$ cat config.mk
export PLATFORM = sky130hd
export DESIGN_NAME = data_uri_payload_decoder
export DESIGN_NICKNAME = d
export VERILOG_FILES = /design/src/design/dupd_pkg.sv /design/src/design/dupd_front.sv /design/src/design/dupd_queue.sv /design/src/design/dupd_back.sv /design/src/design/data_uri_payload_decoder.sv
export SDC_FILE = /design/constraint.sdc
export NUM_CORES = 1
export LEC_CHECK = 0
export BUFFER_PORTS_ARGS = -buffer_cell sky130_fd_sc_hd__buf_2
export CAP_MARGIN = 20
export CORE_MARGIN = 2
export CORE_UTILIZATION = 25
export DETAILED_ROUTE_END_ITERATION = 8
export PLACE_DENSITY = 0.37
export SYNTH_ARGS = -nofsm -noshare
export SYNTH_HDL_FRONTEND = slang
export SYNTH_HIERARCHICAL = 1
export SYNTH_SLANG_ARGS = --single-unit
$ cat constraint.sdc
create_clock -name clk -period 7.2 [get_ports clk]
set_input_delay 0.36 -clock clk [delete_from_list [all_inputs] [get_ports clk]]
set_output_delay 0.36 -clock clk [all_outputs]
set_load 0.01 [all_outputs]
$ cat src/design/dupd_pkg.sv
// ---------------------------------------------------------------------------
// dupd_pkg
// Shared types, character constants and lookup functions for the data URI
// payload decoder.
// ---------------------------------------------------------------------------
package dupd_pkg;

    // Input item: one URI character.
    typedef struct packed {
        logic [7:0] char_in;
        logic       char_last;
    } dupd_in_t;

    // Result item: one decoded byte or the final status.
    typedef struct packed {
        logic [7:0] byte_out;
        logic       byte_valid;
        logic       done_res;
        logic [1:0] status;
    } dupd_out_t;

    // All results caused by one input item, queued between front and back.
    typedef struct packed {
        logic [1:0]      byte_count;
        logic [2:0][7:0] bytes;
        logic            has_status;
        logic [1:0]      status;
    } dupd_entry_t;

    // Status codes
    localparam logic [1:0] ST_OK        = 2'd0;
    localparam logic [1:0] ST_NOT_DATA  = 2'd1;
    localparam logic [1:0] ST_NO_COMMA  = 2'd2;
    localparam logic [1:0] ST_EMPTY     = 2'd3;

    localparam logic [7:0] CH_PCT   = 8'h25; // '%'
    localparam logic [7:0] CH_COMMA = 8'h2c; // ','
    localparam logic [7:0] CH_LOW_B = 8'h62; // 'b'

    localparam int unsigned PREFIX_LEN = 5;
    localparam int unsigned WORD_LEN   = 6;

    // "data:" by position
    function automatic logic [7:0] prefix_char(input logic [2:0] idx);
        logic [7:0] ch;
        case (idx)
            3'd0:    ch = 8'h64; // d
            3'd1:    ch = 8'h61; // a
            3'd2:    ch = 8'h74; // t
            3'd3:    ch = 8'h61; // a
            3'd4:    ch = 8'h3a; // :
            default: ch = 8'h00;
        endcase
        return ch;
    endfunction

    // "base64" by position
    function automatic logic [7:0] word_char(input logic [2:0] idx);
        logic [7:0] ch;
        case (idx)
            3'd0:    ch = 8'h62; // b
            3'd1:    ch = 8'h61; // a
            3'd2:    ch = 8'h73; // s
            3'd3:    ch = 8'h65; // e
            3'd4:    ch = 8'h36; // 6
            3'd5:    ch = 8'h34; // 4
            default: ch = 8'h00;
        endcase
        return ch;
    endfunction

    function automatic logic [7:0] to_lower(input logic [7:0] c);
        logic [7:0] r;
        if (c >= 8'h41 && c <= 8'h5a)
            r = c + 8'h20;
        else
            r = c;
        return r;
    endfunction

    // {valid, value}
    function automatic logic [4:0] hex_val(input logic [7:0] c);
        logic [4:0] r;
        if (c >= 8'h30 && c <= 8'h39)
            r = {1'b1, 4'(c - 8'h30)};
        else if (c >= 8'h61 && c <= 8'h66)
            r = {1'b1, 4'(c - 8'h61 + 8'd10)};
        else if (c >= 8'h41 && c <= 8'h46)
            r = {1'b1, 4'(c - 8'h41 + 8'd10)};
        else
            r = 5'd0;
        return r;
    endfunction

    // {valid, value}; padding and everything outside the alphabet is invalid
    function automatic logic [6:0] b64_val(input logic [7:0] c);
        logic [6:0] r;
        if (c >= 8'h41 && c <= 8'h5a)
            r = {1'b1, 6'(c - 8'h41)};
        else if (c >= 8'h61 && c <= 8'h7a)
            r = {1'b1, 6'(c - 8'h61 + 8'd26)};
        else if (c >= 8'h30 && c <= 8'h39)
            r = {1'b1, 6'(c - 8'h30 + 8'd52)};
        else if (c == 8'h2b)
            r = {1'b1, 6'd62};
        else if (c == 8'h2f)
            r = {1'b1, 6'd63};
        else
            r = 7'd0;
        return r;
    endfunction

endpackage

$ cat src/design/dupd_front.sv
// ---------------------------------------------------------------------------
// dupd_front
// Accepts one character per cycle while push_ready is high, tracks
// prefix/header/payload state and produces the bundle of results it causes.
// ---------------------------------------------------------------------------
module dupd_front (
    input  logic                 clk,
    input  logic                 rst_n,
    input  logic                 in_valid,
    output logic                 in_ready,
    input  dupd_pkg::dupd_in_t   in_item,
    input  logic                 push_ready,
    output logic                 push_valid,
    output dupd_pkg::dupd_entry_t push_entry
);
    import dupd_pkg::*;

    localparam logic [1:0] PH_PREFIX  = 2'd0;
    localparam logic [1:0] PH_HEADER  = 2'd1;
    localparam logic [1:0] PH_PAYLOAD = 2'd2;
    localparam logic [1:0] PH_REJECT  = 2'd3;

    localparam logic [1:0] ESC_NONE = 2'd0;
    localparam logic [1:0] ESC_PCT  = 2'd1;
    localparam logic [1:0] ESC_HI   = 2'd2;

    logic [1:0]  phase_reg, phase_next;
    logic [2:0]  prefix_count_reg, prefix_count_next;
    logic [2:0]  match_count_reg, match_count_next;
    logic        b64_mode_reg, b64_mode_next;
    logic [11:0] acc_reg, acc_next;
    logic [2:0]  bit_count_reg, bit_count_next;
    logic [1:0]  esc_reg, esc_next;
    logic [7:0]  esc_hi_reg, esc_hi_next;
    logic        any_byte_reg, any_byte_next;

    logic [7:0]       c;
    logic [4:0]       hx;
    logic [4:0]       hi_hx;
    logic [6:0]       bv;
    logic [2:0]       match;
    logic [3:0]       cnt_sum;
    logic [11:0]      shifted;
    logic [2:0][7:0]  bytes;
    logic [1:0]       n;
    logic [1:0]       st;
    logic             accept;

    assign c        = in_item.char_in;
    assign hx       = hex_val(c);
    assign hi_hx    = hex_val(esc_hi_reg);
    assign bv       = b64_val(c);
    assign in_ready = push_ready;
    assign accept   = in_valid && in_ready;

    always_comb
    begin
        phase_next        = phase_reg;
        prefix_count_next = prefix_count_reg;
        match_count_next  = match_count_reg;
        b64_mode_next     = b64_mode_reg;
        acc_next          = acc_reg;
        bit_count_next    = bit_count_reg;
        esc_next          = esc_reg;
        esc_hi_next       = esc_hi_reg;
        bytes             = '0;
        n                 = 2'd0;
        match             = 3'd0;
        cnt_sum           = 4'd0;
        shifted           = 12'd0;
        st                = ST_OK;

        unique case (phase_reg)
            PH_PREFIX:
            begin
                if (to_lower(c) == prefix_char(prefix_count_reg))
                begin
                    prefix_count_next = prefix_count_reg + 3'd1;
                    if (prefix_count_reg == 3'(PREFIX_LEN - 1))
                        phase_next = PH_HEADER;
                end
                else
                begin
                    phase_next = PH_REJECT;
                end
            end
            PH_HEADER:
            begin
                if (c == CH_COMMA)
                begin
                    phase_next = PH_PAYLOAD;
                end
                else if (!b64_mode_reg)
                begin
                    if (match_count_reg < 3'(WORD_LEN) && c == word_char(match_count_reg))
                        match = match_count_reg + 3'd1;
                    else
                        match = (c == CH_LOW_B) ? 3'd1 : 3'd0;
                    match_count_next = match;
                    if (match == 3'(WORD_LEN))
                        b64_mode_next = 1'b1;
                end
            end
            PH_PAYLOAD:
            begin
                if (b64_mode_reg)
                begin
                    if (bv[6])
                    begin
                        acc_next = {acc_reg[5:0], bv[5:0]};
                        cnt_sum  = {1'b0, bit_count_reg} + 4'd6;
                        if (cnt_sum >= 4'd8)
                        begin
                            bit_count_next = 3'(cnt_sum - 4'd8);
                            shifted        = acc_next >> bit_count_next;
                            bytes[n]       = shifted[7:0];
                            n              = n + 2'd1;
                        end
                        else
                        begin
                            bit_count_next = cnt_sum[2:0];
                        end
                    end
                end
                else
                begin
                    unique case (esc_reg)
                        ESC_PCT:
                        begin
                            if (hx[4])
                            begin
                                esc_hi_next = c;
                                esc_next    = ESC_HI;
                            end
                            else
                            begin
                                esc_next = ESC_NONE;
                                bytes[n] = CH_PCT;
                                n        = n + 2'd1;
                                if (c == CH_PCT)
                                    esc_next = ESC_PCT;
                                else
                                begin
                                    bytes[n] = c;
                                    n        = n + 2'd1;
                                end
                            end
                        end
                        ESC_HI:
                        begin
                            esc_next = ESC_NONE;
                            if (hx[4])
                            begin
                                bytes[n] = {(hi_hx[4] ? hi_hx[3:0] : 4'd0), hx[3:0]};
                                n        = n + 2'd1;
                            end
                            else
                            begin
                                // bad second digit: flush '%' and the first digit literally
                                bytes[n] = CH_PCT;
                                n        = n + 2'd1;
                                bytes[n] = esc_hi_reg;
                                n        = n + 2'd1;
                                if (c == CH_PCT)
                                    esc_next = ESC_PCT;
                                else
                                begin
                                    bytes[n] = c;
                                    n        = n + 2'd1;
                                end
                            end
                        end
                        default:
                        begin
                            esc_next = ESC_NONE;
                            if (c == CH_PCT)
                                esc_next = ESC_PCT;
                            else
                            begin
                                bytes[n] = c;
                                n        = n + 2'd1;
                            end
                        end
                    endcase
                end
            end
            default:
            begin
                // rejected: ignore the rest of the URI
            end
        endcase

        // end of URI: flush a cut-short escape
        if (in_item.char_last && phase_next == PH_PAYLOAD && !b64_mode_next)
        begin
            if (esc_next == ESC_PCT)
            begin
                bytes[n] = CH_PCT;
                n        = n + 2'd1;
            end
            else if (esc_next == ESC_HI)
            begin
                bytes[n] = CH_PCT;
                n        = n + 2'd1;
                bytes[n] = esc_hi_next;
                n        = n + 2'd1;
            end
            esc_next = ESC_NONE;
        end

        any_byte_next = any_byte_reg || (n != 2'd0);

        if (phase_next == PH_PREFIX || phase_next == PH_REJECT)
            st = ST_NOT_DATA;
        else if (phase_next == PH_HEADER)
            st = ST_NO_COMMA;
        else
            st = any_byte_next ? ST_OK : ST_EMPTY;
    end

    always_comb
    begin
        push_entry.byte_count = n;
        push_entry.bytes      = bytes;
        push_entry.has_status = in_item.char_last;
        push_entry.status     = st;
    end

    assign push_valid = accept && ((n != 2'd0) || in_item.char_last);

    always_ff @(posedge clk or negedge rst_n)
    begin
        if (!rst_n)
        begin
            phase_reg        <= PH_PREFIX;
            prefix_count_reg <= 3'd0;
            match_count_reg  <= 3'd0;
            b64_mode_reg     <= 1'b0;
            acc_reg          <= 12'd0;
            bit_count_reg    <= 3'd0;
            esc_reg          <= ESC_NONE;
            esc_hi_reg       <= 8'd0;
            any_byte_reg     <= 1'b0;
        end
        else if (accept)
        begin
            if (in_item.char_last)
            begin
                // URI done: back to the start for the next one
                phase_reg        <= PH_PREFIX;
                prefix_count_reg <= 3'd0;
                match_count_reg  <= 3'd0;
                b64_mode_reg     <= 1'b0;
                acc_reg          <= 12'd0;
                bit_count_reg    <= 3'd0;
                esc_reg          <= ESC_NONE;
                esc_hi_reg       <= 8'd0;
                any_byte_reg     <= 1'b0;
            end
            else
            begin
                phase_reg        <= phase_next;
                prefix_count_reg <= prefix_count_next;
                match_count_reg  <= match_count_next;
                b64_mode_reg     <= b64_mode_next;
                acc_reg          <= acc_next;
                bit_count_reg    <= bit_count_next;
                esc_reg          <= esc_next;
                esc_hi_reg       <= esc_hi_next;
                any_byte_reg     <= any_byte_next;
            end
        end
    end

endmodule

$ cat src/design/dupd_queue.sv
// ---------------------------------------------------------------------------
// dupd_queue
// Small FIFO of result bundles between front and back.
// ---------------------------------------------------------------------------
module dupd_queue #(
    parameter int unsigned DEPTH = 4
) (
    input  logic                  clk,
    input  logic                  rst_n,
    input  logic                  push_valid,
    output logic                  push_ready,
    input  dupd_pkg::dupd_entry_t push_entry,
    output logic                  head_valid,
    input  logic                  pop,
    output dupd_pkg::dupd_entry_t head_entry
);
    import dupd_pkg::*;

    localparam int unsigned PTR_W = $clog2(DEPTH);
    localparam int unsigned CNT_W = $clog2(DEPTH + 1);

    dupd_entry_t      entries_reg [DEPTH];
    logic [PTR_W-1:0] wr_ptr_reg, wr_ptr_next;
    logic [PTR_W-1:0] rd_ptr_reg, rd_ptr_next;
    logic [CNT_W-1:0] count_reg, count_next;
    logic             do_push;
    logic             do_pop;

    assign push_ready = (count_reg != CNT_W'(DEPTH));
    assign head_valid = (count_reg != '0);
    assign head_entry = entries_reg[rd_ptr_reg];
    assign do_push    = push_valid && push_ready;
    assign do_pop     = pop && head_valid;

    always_comb
    begin
        wr_ptr_next = wr_ptr_reg;
        rd_ptr_next = rd_ptr_reg;
        count_next  = count_reg;
        if (do_push)
            wr_ptr_next = (wr_ptr_reg == PTR_W'(DEPTH - 1)) ? '0 : wr_ptr_reg + PTR_W'(1);
        if (do_pop)
            rd_ptr_next = (rd_ptr_reg == PTR_W'(DEPTH - 1)) ? '0 : rd_ptr_reg + PTR_W'(1);
        if (do_push && !do_pop)
            count_next = count_reg + CNT_W'(1);
        else if (!do_push && do_pop)
            count_next = count_reg - CNT_W'(1);
    end

    always_ff @(posedge clk or negedge rst_n)
    begin
        if (!rst_n)
        begin
            wr_ptr_reg <= '0;
            rd_ptr_reg <= '0;
            count_reg  <= '0;
        end
        else
        begin
            wr_ptr_reg <= wr_ptr_next;
            rd_ptr_reg <= rd_ptr_next;
            count_reg  <= count_next;
        end
    end

    always_ff @(posedge clk)
    begin
        if (do_push)
            entries_reg[wr_ptr_reg] <= push_entry;
    end

endmodule

$ cat src/design/dupd_back.sv
// ---------------------------------------------------------------------------
// dupd_back
// Unpacks queued bundles into single results, one per cycle while out_ready
// allows, through an output register.
// ---------------------------------------------------------------------------
module dupd_back (
    input  logic                  clk,
    input  logic                  rst_n,
    input  logic                  head_valid,
    input  dupd_pkg::dupd_entry_t head_entry,
    output logic                  pop,
    output logic                  out_valid,
    input  logic                  out_ready,
    output dupd_pkg::dupd_out_t   out_item
);
    import dupd_pkg::*;

    logic        out_valid_reg;
    dupd_out_t   out_item_reg;
    logic [1:0]  idx_reg, idx_next;
    logic [2:0]  last_idx;
    logic        load;
    logic        at_last;
    dupd_out_t   res;

    // index of the final result in the head bundle
    assign last_idx = {1'b0, head_entry.byte_count} + {2'b00, head_entry.has_status} - 3'd1;
    assign at_last  = ({1'b0, idx_reg} == last_idx);
    assign load     = head_valid && (!out_valid_reg || out_ready);
    assign pop      = load && at_last;
    assign idx_next = at_last ? 2'd0 : idx_reg + 2'd1;

    always_comb
    begin
        if (idx_reg < head_entry.byte_count)
        begin
            res.byte_out   = head_entry.bytes[idx_reg];
            res.byte_valid = 1'b1;
            res.done_res   = 1'b0;
            res.status     = ST_OK;
        end
        else
        begin
            res.byte_out   = 8'd0;
            res.byte_valid = 1'b0;
            res.done_res   = 1'b1;
            res.status     = head_entry.status;
        end
    end

    always_ff @(posedge clk or negedge rst_n)
    begin
        if (!rst_n)
        begin
            out_valid_reg <= 1'b0;
            idx_reg       <= 2'd0;
        end
        else
        begin
            if (load)
            begin
                out_valid_reg <= 1'b1;
                idx_reg       <= idx_next;
            end
            else if (out_ready)
            begin
                out_valid_reg <= 1'b0;
            end
        end
    end

    always_ff @(posedge clk)
    begin
        if (load)
            out_item_reg <= res;
    end

    assign out_valid = out_valid_reg;
    assign out_item  = out_item_reg;

endmodule

$ cat src/design/data_uri_payload_decoder.sv
// ---------------------------------------------------------------------------
// data_uri_payload_decoder
// Streaming data URI decoder: base64 or percent-decoded payload bytes plus a
// final status result per URI.
// ---------------------------------------------------------------------------
// One URI character is taken per cycle on the input channel as long as the
// result queue has room; the front end classifies it in that same cycle
// (prefix "data:" case-insensitive, header scan for "base64" up to the first
// comma, then base64 or percent decoding) and posts the 0 to 4 results it
// causes as one bundle. The back end drains bundles one result per cycle
// while out_ready allows, through a registered output, so the output side
// is the limit: a flushed bad escape yields up to three results and the
// final character up to four. Bundles with more than one result build a
// backlog that the QUEUE_DEPTH-entry queue soaks up before in_ready drops,
// and characters that cause no result (prefix and header) let it drain. A
// character's first result passes through the queue entry and then the
// output register. Status codes on the done result: 0 ok, 1 not a data
// URI, 2 no comma, 3 empty payload. After the flagged last character the
// decoder is back in its reset state for the next URI. QUEUE_DEPTH must be
// at least 2.
// ---------------------------------------------------------------------------
module data_uri_payload_decoder #(
    parameter int unsigned QUEUE_DEPTH = 4
) (
    input  logic                clk,
    input  logic                rst_n,
    input  logic                in_valid,
    output logic                in_ready,
    input  dupd_pkg::dupd_in_t  in_item,
    output logic                out_valid,
    input  logic                out_ready,
    output dupd_pkg::dupd_out_t out_item
);
    import dupd_pkg::*;

    // front -> queue
    logic        push_valid;
    logic        push_ready;
    dupd_entry_t push_entry;

    // queue -> back
    logic        head_valid;
    logic        pop;
    dupd_entry_t head_entry;

    // Character classification and decode state; one transfer per cycle while the queue has room.
    dupd_front u_front (
        .clk        (clk),
        .rst_n      (rst_n),
        .in_valid   (in_valid),
        .in_ready   (in_ready),
        .in_item    (in_item),
        .push_ready (push_ready),
        .push_valid (push_valid),
        .push_entry (push_entry)
    );

    // Decouples the two sides; output stalls block the input only once the queue is full.
    dupd_queue #(
        .DEPTH (QUEUE_DEPTH)
    ) u_queue (
        .clk        (clk),
        .rst_n      (rst_n),
        .push_valid (push_valid),
        .push_ready (push_ready),
        .push_entry (push_entry),
        .head_valid (head_valid),
        .pop        (pop),
        .head_entry (head_entry)
    );

    // Serializes each bundle into single result transfers.
    dupd_back u_back (
        .clk        (clk),
        .rst_n      (rst_n),
        .head_valid (head_valid),
        .head_entry (head_entry),
        .pop        (pop),
        .out_valid  (out_valid),
        .out_ready  (out_ready),
        .out_item   (out_item)
    );

endmodule

Yosys cells after proc, flatten, opt, wreduce, memory -nomap -nowiden. Memory sizes are Yosys's and may differ from the RTL's. Index checks and enable logic that the tools add are counted.

$add $sub $neg: 26. $mul: 0. Div/mod/pow operators: 0. Magnitude comparators: 22. Equality and inequality tests: 32. Shift operators: 1. Muxes and demuxes: 113. Bitwise gates (word level): 3. Reduce and logical (&&, ||, !) cells: 47.

Operators with widths (count): 2-to-1 mux 8 bit (20); 2-to-1 mux 24 bit (4); 2-to-1 mux 3 bit (18); less-or-equal comparator 8 x 7 -> 1 bit, second input constant (6); 2-to-1 mux 16 bit (3); 2-to-1 mux 2 bit (24); one-hot mux 7 bit (6 select lines) (1); 2-to-1 mux 7 bit (5); demux 8 bit (select 2 bit) (2); equality test 8 x 6 -> 1 bit, second input constant (4); greater-or-equal comparator 8 x 7 -> 1 bit, second input constant (4); one-hot mux 8 bit (2 select lines) (2); 2-to-1 mux 5 bit (6); one-hot mux 7 bit (4 select lines) (1); bitwise mux 24 bit (1); 2-to-1 mux 6 bit (4); logical AND 1 bit (21); nonzero test 2 bit (9); adder 4 bit, second input constant (4); binary-select mux 8 bit (select 2 bit) (1); equality test 8 bit (2); greater-or-equal comparator 8 x 6 -> 1 bit, second input constant (2); less-or-equal comparator 8 x 6 -> 1 bit, second input constant (2); 2-to-1 mux 1 bit (16); other kinds (39) (82).

Flip-flop bits (word level): 51. Bits in latches: 0. Bits in writable memories: 116. ROM bits: 0. Input port bits: 13. Output and inout port bits: 14. Word-level logic and storage cells: 263. Memories kept: 1.

Memories: u_queue.entries_reg (depth 4, bits a word 29, rd ports 1, clocked after Yosys merged registers in 0, wr ports 1, RTL line dupd_queue.sv:22) `dupd_entry_t entries_reg [DEPTH];`.

Logic depth before layout (Yosys ltp).
Word-level depth: 27. Gate-level depth with buffers: 26. Gate-level depth less buffers: 24.

Hierarchy. Netlist, hierarchy kept.

By module, submodules not included: dupd_queue (instances 1, cells an instance 188, area each 4628.2 µm², seq. area each 3658.5 µm²); dupd_front (instances 1, cells an instance 564, area each 4265.3 µm², seq. area each 700.7 µm²); dupd_back (instances 1, cells an instance 82, area each 927.1 µm², seq. area each 435.4 µm²).

Worst setup path after synthesis. No wires, ideal clock.

Kind: input port to flip-flop. From: input in_item[3] (netlist name). To: memory u_queue/entries_reg[3][0] (netlist name), enable pin. Library setup time: 389 ps. Data arrival time: 4860 ps. Required time: 6811 ps. Setup slack: 1952 ps. Stages: 20. Path buffers: 3. Cells stage by stage: buf_6 clkbuf_1 inv_1 ha_1 a21o_1 a211o_1 a211oi_1 clkbuf_1 a21oi_1 xnor2_1 nor4_1 nor2_1 ha_1 nand2_1 a211o_4 o21ai_0 nand3_1 o31a_1 a21boi_2 and2_1.

RTL lines: start, declared (RTL line data_uri_payload_decoder.sv:29) `input dupd_pkg::dupd_in_t in_item,`; end, declared (RTL line dupd_queue.sv:22).

==> flow_summary.yaml <==
cells_and_area:
  largest_register_ffs: 116
  drive_gt1_share_pct: 16.5
  layout.nets: 912
  post-route-util_pct: 28.5
  layout_commonest_cell: "sky130_fd_sc_hd__edfxtp_1"
  area.growth.synth_to_final_pct: 12.2
  layout.cells.most_common_list: "128 x sky130_fd_sc_hd__edfxtp_1, 68 x sky130_fd_sc_hd__nand2_1, 50 x sky130_fd_sc_hd__ha_1, 45 x sky130_fd_sc_hd__o21ai_0"
critical_path:
  critPathRequiredTime_ps: 7560
  regToRegSetupSlack_ps: 1910
  startpoint_type: "input port"
  critical-path-max-stage-delay_ps: 470
  critical_path_arrival_ps: 5930
  r2r_end: "u_queue/count_reg[2]"
  ff_to_ff_path_depth: 24
  worstPathMaxFanout: 24
  crit_chain: "buf_2 -> inv_1 -> ha_1 -> a21o_1 -> a211o_1 -> a211o_1 -> nor3_1 -> a21oi_1 -> nor3_1 -> a221oi_1 -> inv_1 -> ha_1 -> nand2_1 -> a211oi_1 -> o2111ai_1 -> nand3_1 -> o31a_1 -> a21boi_2 -> ha_1 -> inv_1 -> fa_1 -> xor2_1 -> nor2_1 -> xor2_1"
  critical_path.slowest_cell: "sky130_fd_sc_hd__a211oi_1"
  r2r_start: "u_front/prefix_count_reg[0]"
  worst_setup_path_end_kind: "flip-flop"
  worstSetupPathType: "in -> reg"
global_routing:
  groute.usage.overall_pct: 14.5
  maximum_number_of_pins_on_one_net_before_global_route_repair: 39
  grt_pass1_wl_um: 44500
  globalRouteOverflowTotal: 0
  grt_pass1_vias: 7145
  grt_antenna_before_repair: 0
route:
  route.detailed.drc: 0
  wire_per_inst_um: 21.0
  drt.antenna.violating_nets: 0
  first_iter_violations: 462
  totalWireLength_um: 29000
  detailroute.via_count: 6859
  first_pass_iters: 5
  detail_route.vias_per_cell: 4.97
place:
  dp_hpwl_um: 20100
  gp_routability_congestion: 0.836
  portBuffers: 26
cts:
  tritoncts: "done"
  htree_num_levels: 4
  cts_buffer_depth: 2
  cts_hold_repair.buffers: 0
  postCtsSetupRepairBufs: 0
  root_buffer: "sky130_fd_sc_hd__clkbuf_16"
  clock_sinks: 166
  worst_setup_hold_path_clk_slew_ps: 70
  cts_made_buffers: 17
  post_cts.resized_instances: 0
  clk-insertion-delay-late_ps: 430
timing:
  min_period_ps: 5570
  pins_over_slew_limit: 0
  holdWs_ps: 13.0
  highest_attainable_clock_frequency_mhz: 179
  setup-tns-final_ps: 0
  grt_setup_unrepaired: "false"
  fin_crit_sh_pct: 77.4
  clock-skew-final_ps: 14.4
  setup_viol_count_final: 0
  tightestPinTransition_ps: 993
  slew_limit_headroom_pct: 33.6
  timing_hold_violations_final: 0
logic_synthesis:
  synth_edf_count: 128
  syn-instance-count: 834
  yosys_most_used_dff: "sky130_fd_sc_hd__edfxtp_1"
  ys_warn_count: 6
  synth.net_count: 898
  synth.avg_cell_area_um2: 11.8
  summed_instance_area_of_the_synthesized_netlist_um2: 9820
  synth_cell_type_count: 94
  synth_seq_area_share_pct: 48.8
  ys_async_sr_fraction_pct: 22.9
  synth.ff_latch_count: 166
job:
  max_cap_viol_count: 0
pwr:
  power_per_cell_area_nw_per_um2: 346
  total_power_mw: 3.82
  static-leakage-power_nw: 3.99
  worst_ir_drop_vdd_v: 0.000158
floorplanning:
  core_area_um2: 38700
  floorplan.initialDensity_pct: 25.4
  die_height_um: 202
  die_w_um: 202
  rows: 72
  die-area_um2: 40900
  io-pin-count: 27
min_path:
  worst_hold_path_type: "in -> async"
run_status:
  result_of_the_run: "finished, final reports clean"
-- synth_stat cells, types with 15 or more instances --
master	instances	area, um^2
sky130_fd_sc_hd__dfrtp_1	38	951
sky130_fd_sc_hd__nand2_1	68	255
sky130_fd_sc_hd__mux2i_1	18	180
sky130_fd_sc_hd__nor2_1	44	165
sky130_fd_sc_hd__inv_1	44	165
sky130_fd_sc_hd__mux4_2	29	653
sky130_fd_sc_hd__a21oi_1	25	125
sky130_fd_sc_hd__a22oi_1	19	143
sky130_fd_sc_hd__clkbuf_1	25	93.8
sky130_fd_sc_hd__nand3_1	18	90.1
sky130_fd_sc_hd__xnor2_1	15	131
sky130_fd_sc_hd__ha_1	50	626
sky130_fd_sc_hd__edfxtp_1	128	3840
sky130_fd_sc_hd__o21ai_0	45	225
-- final cells by class --
cell class,instances,area [um^2]
clock buffer,17,425
tap,518,648
inverter,46,173
sequential,166,4800
clock inverter,15,145
multi-input combinational,576,4580
timing repair buffer,41,248
fill,4047,27700
antenna,1,2.50
-- through the flow --
stage	instance area, um^2	std cells	worst slack [ps]
after floorplan	9820	834	1950
after global placement	10400	1346	1440
after detailed placement	10400	1346	1320
after CTS	11000	1378	1760
after global routing	11000	1379	1190
final	11000	1380	1630
-- how the worst max path moves through the flow --
stage | start | to | slack, ps
2_1_floorplan | in_item[3] | u_queue/entries_reg[3][0] | 1950
3_3_place_gp | in_item[3] | u_queue/count_reg[2] | 1440
3_5_place_dp | in_item[3] | u_queue/count_reg[2] | 1320
4_1_cts | in_item[3] | u_queue/count_reg[2] | 1760
5_1_grt | in_item[3] | u_queue/count_reg[2] | 1190
6_report | in_item[3] | u_queue/count_reg[2] | 1630
-- where the power goes --
part           total [mW]  leakage (nW)  switching [mW]  internal, mW
combinational        1.46          2.01           0.861         0.598
sequential           1.46          1.70           0.135          1.32
clock               0.900         0.276           0.415         0.485
total                3.82          3.99            1.41          2.41
-- cell families after synthesis --
group	after synthesis	synth area share, %
AO/OA/AOI/OAI	214	16.2
XOR/XNOR	20	1.78
adder cells (fa/ha/maj)	51	6.57
buffers and inverters	92	4.50
flip-flops	166	48.8
multiplexers	56	9.67
AND/OR/NAND/NOR	235	12.5
-- routing by layer --
layer  routed length, um  vias to the layer above  global-route usage (%)
li1                    -                     3228                       -
met1               13200                     3468                    18.7
met2               14300                      137                    25.1
met3                 946                       26                    2.21
met4                 581                        0                    4.35
met5                   0                        -                       0
-- critical path, delay by kind of cell --
family                     cells  cell delay [ps]
AOI/OAI and AO/OA              9             2340
buffers and inverters          4              850
xor gates and xnor gates       2              310
and+or+nand+nor                5              970
adders and majority gates      4             1090
(Power assumes the default switching activity.)
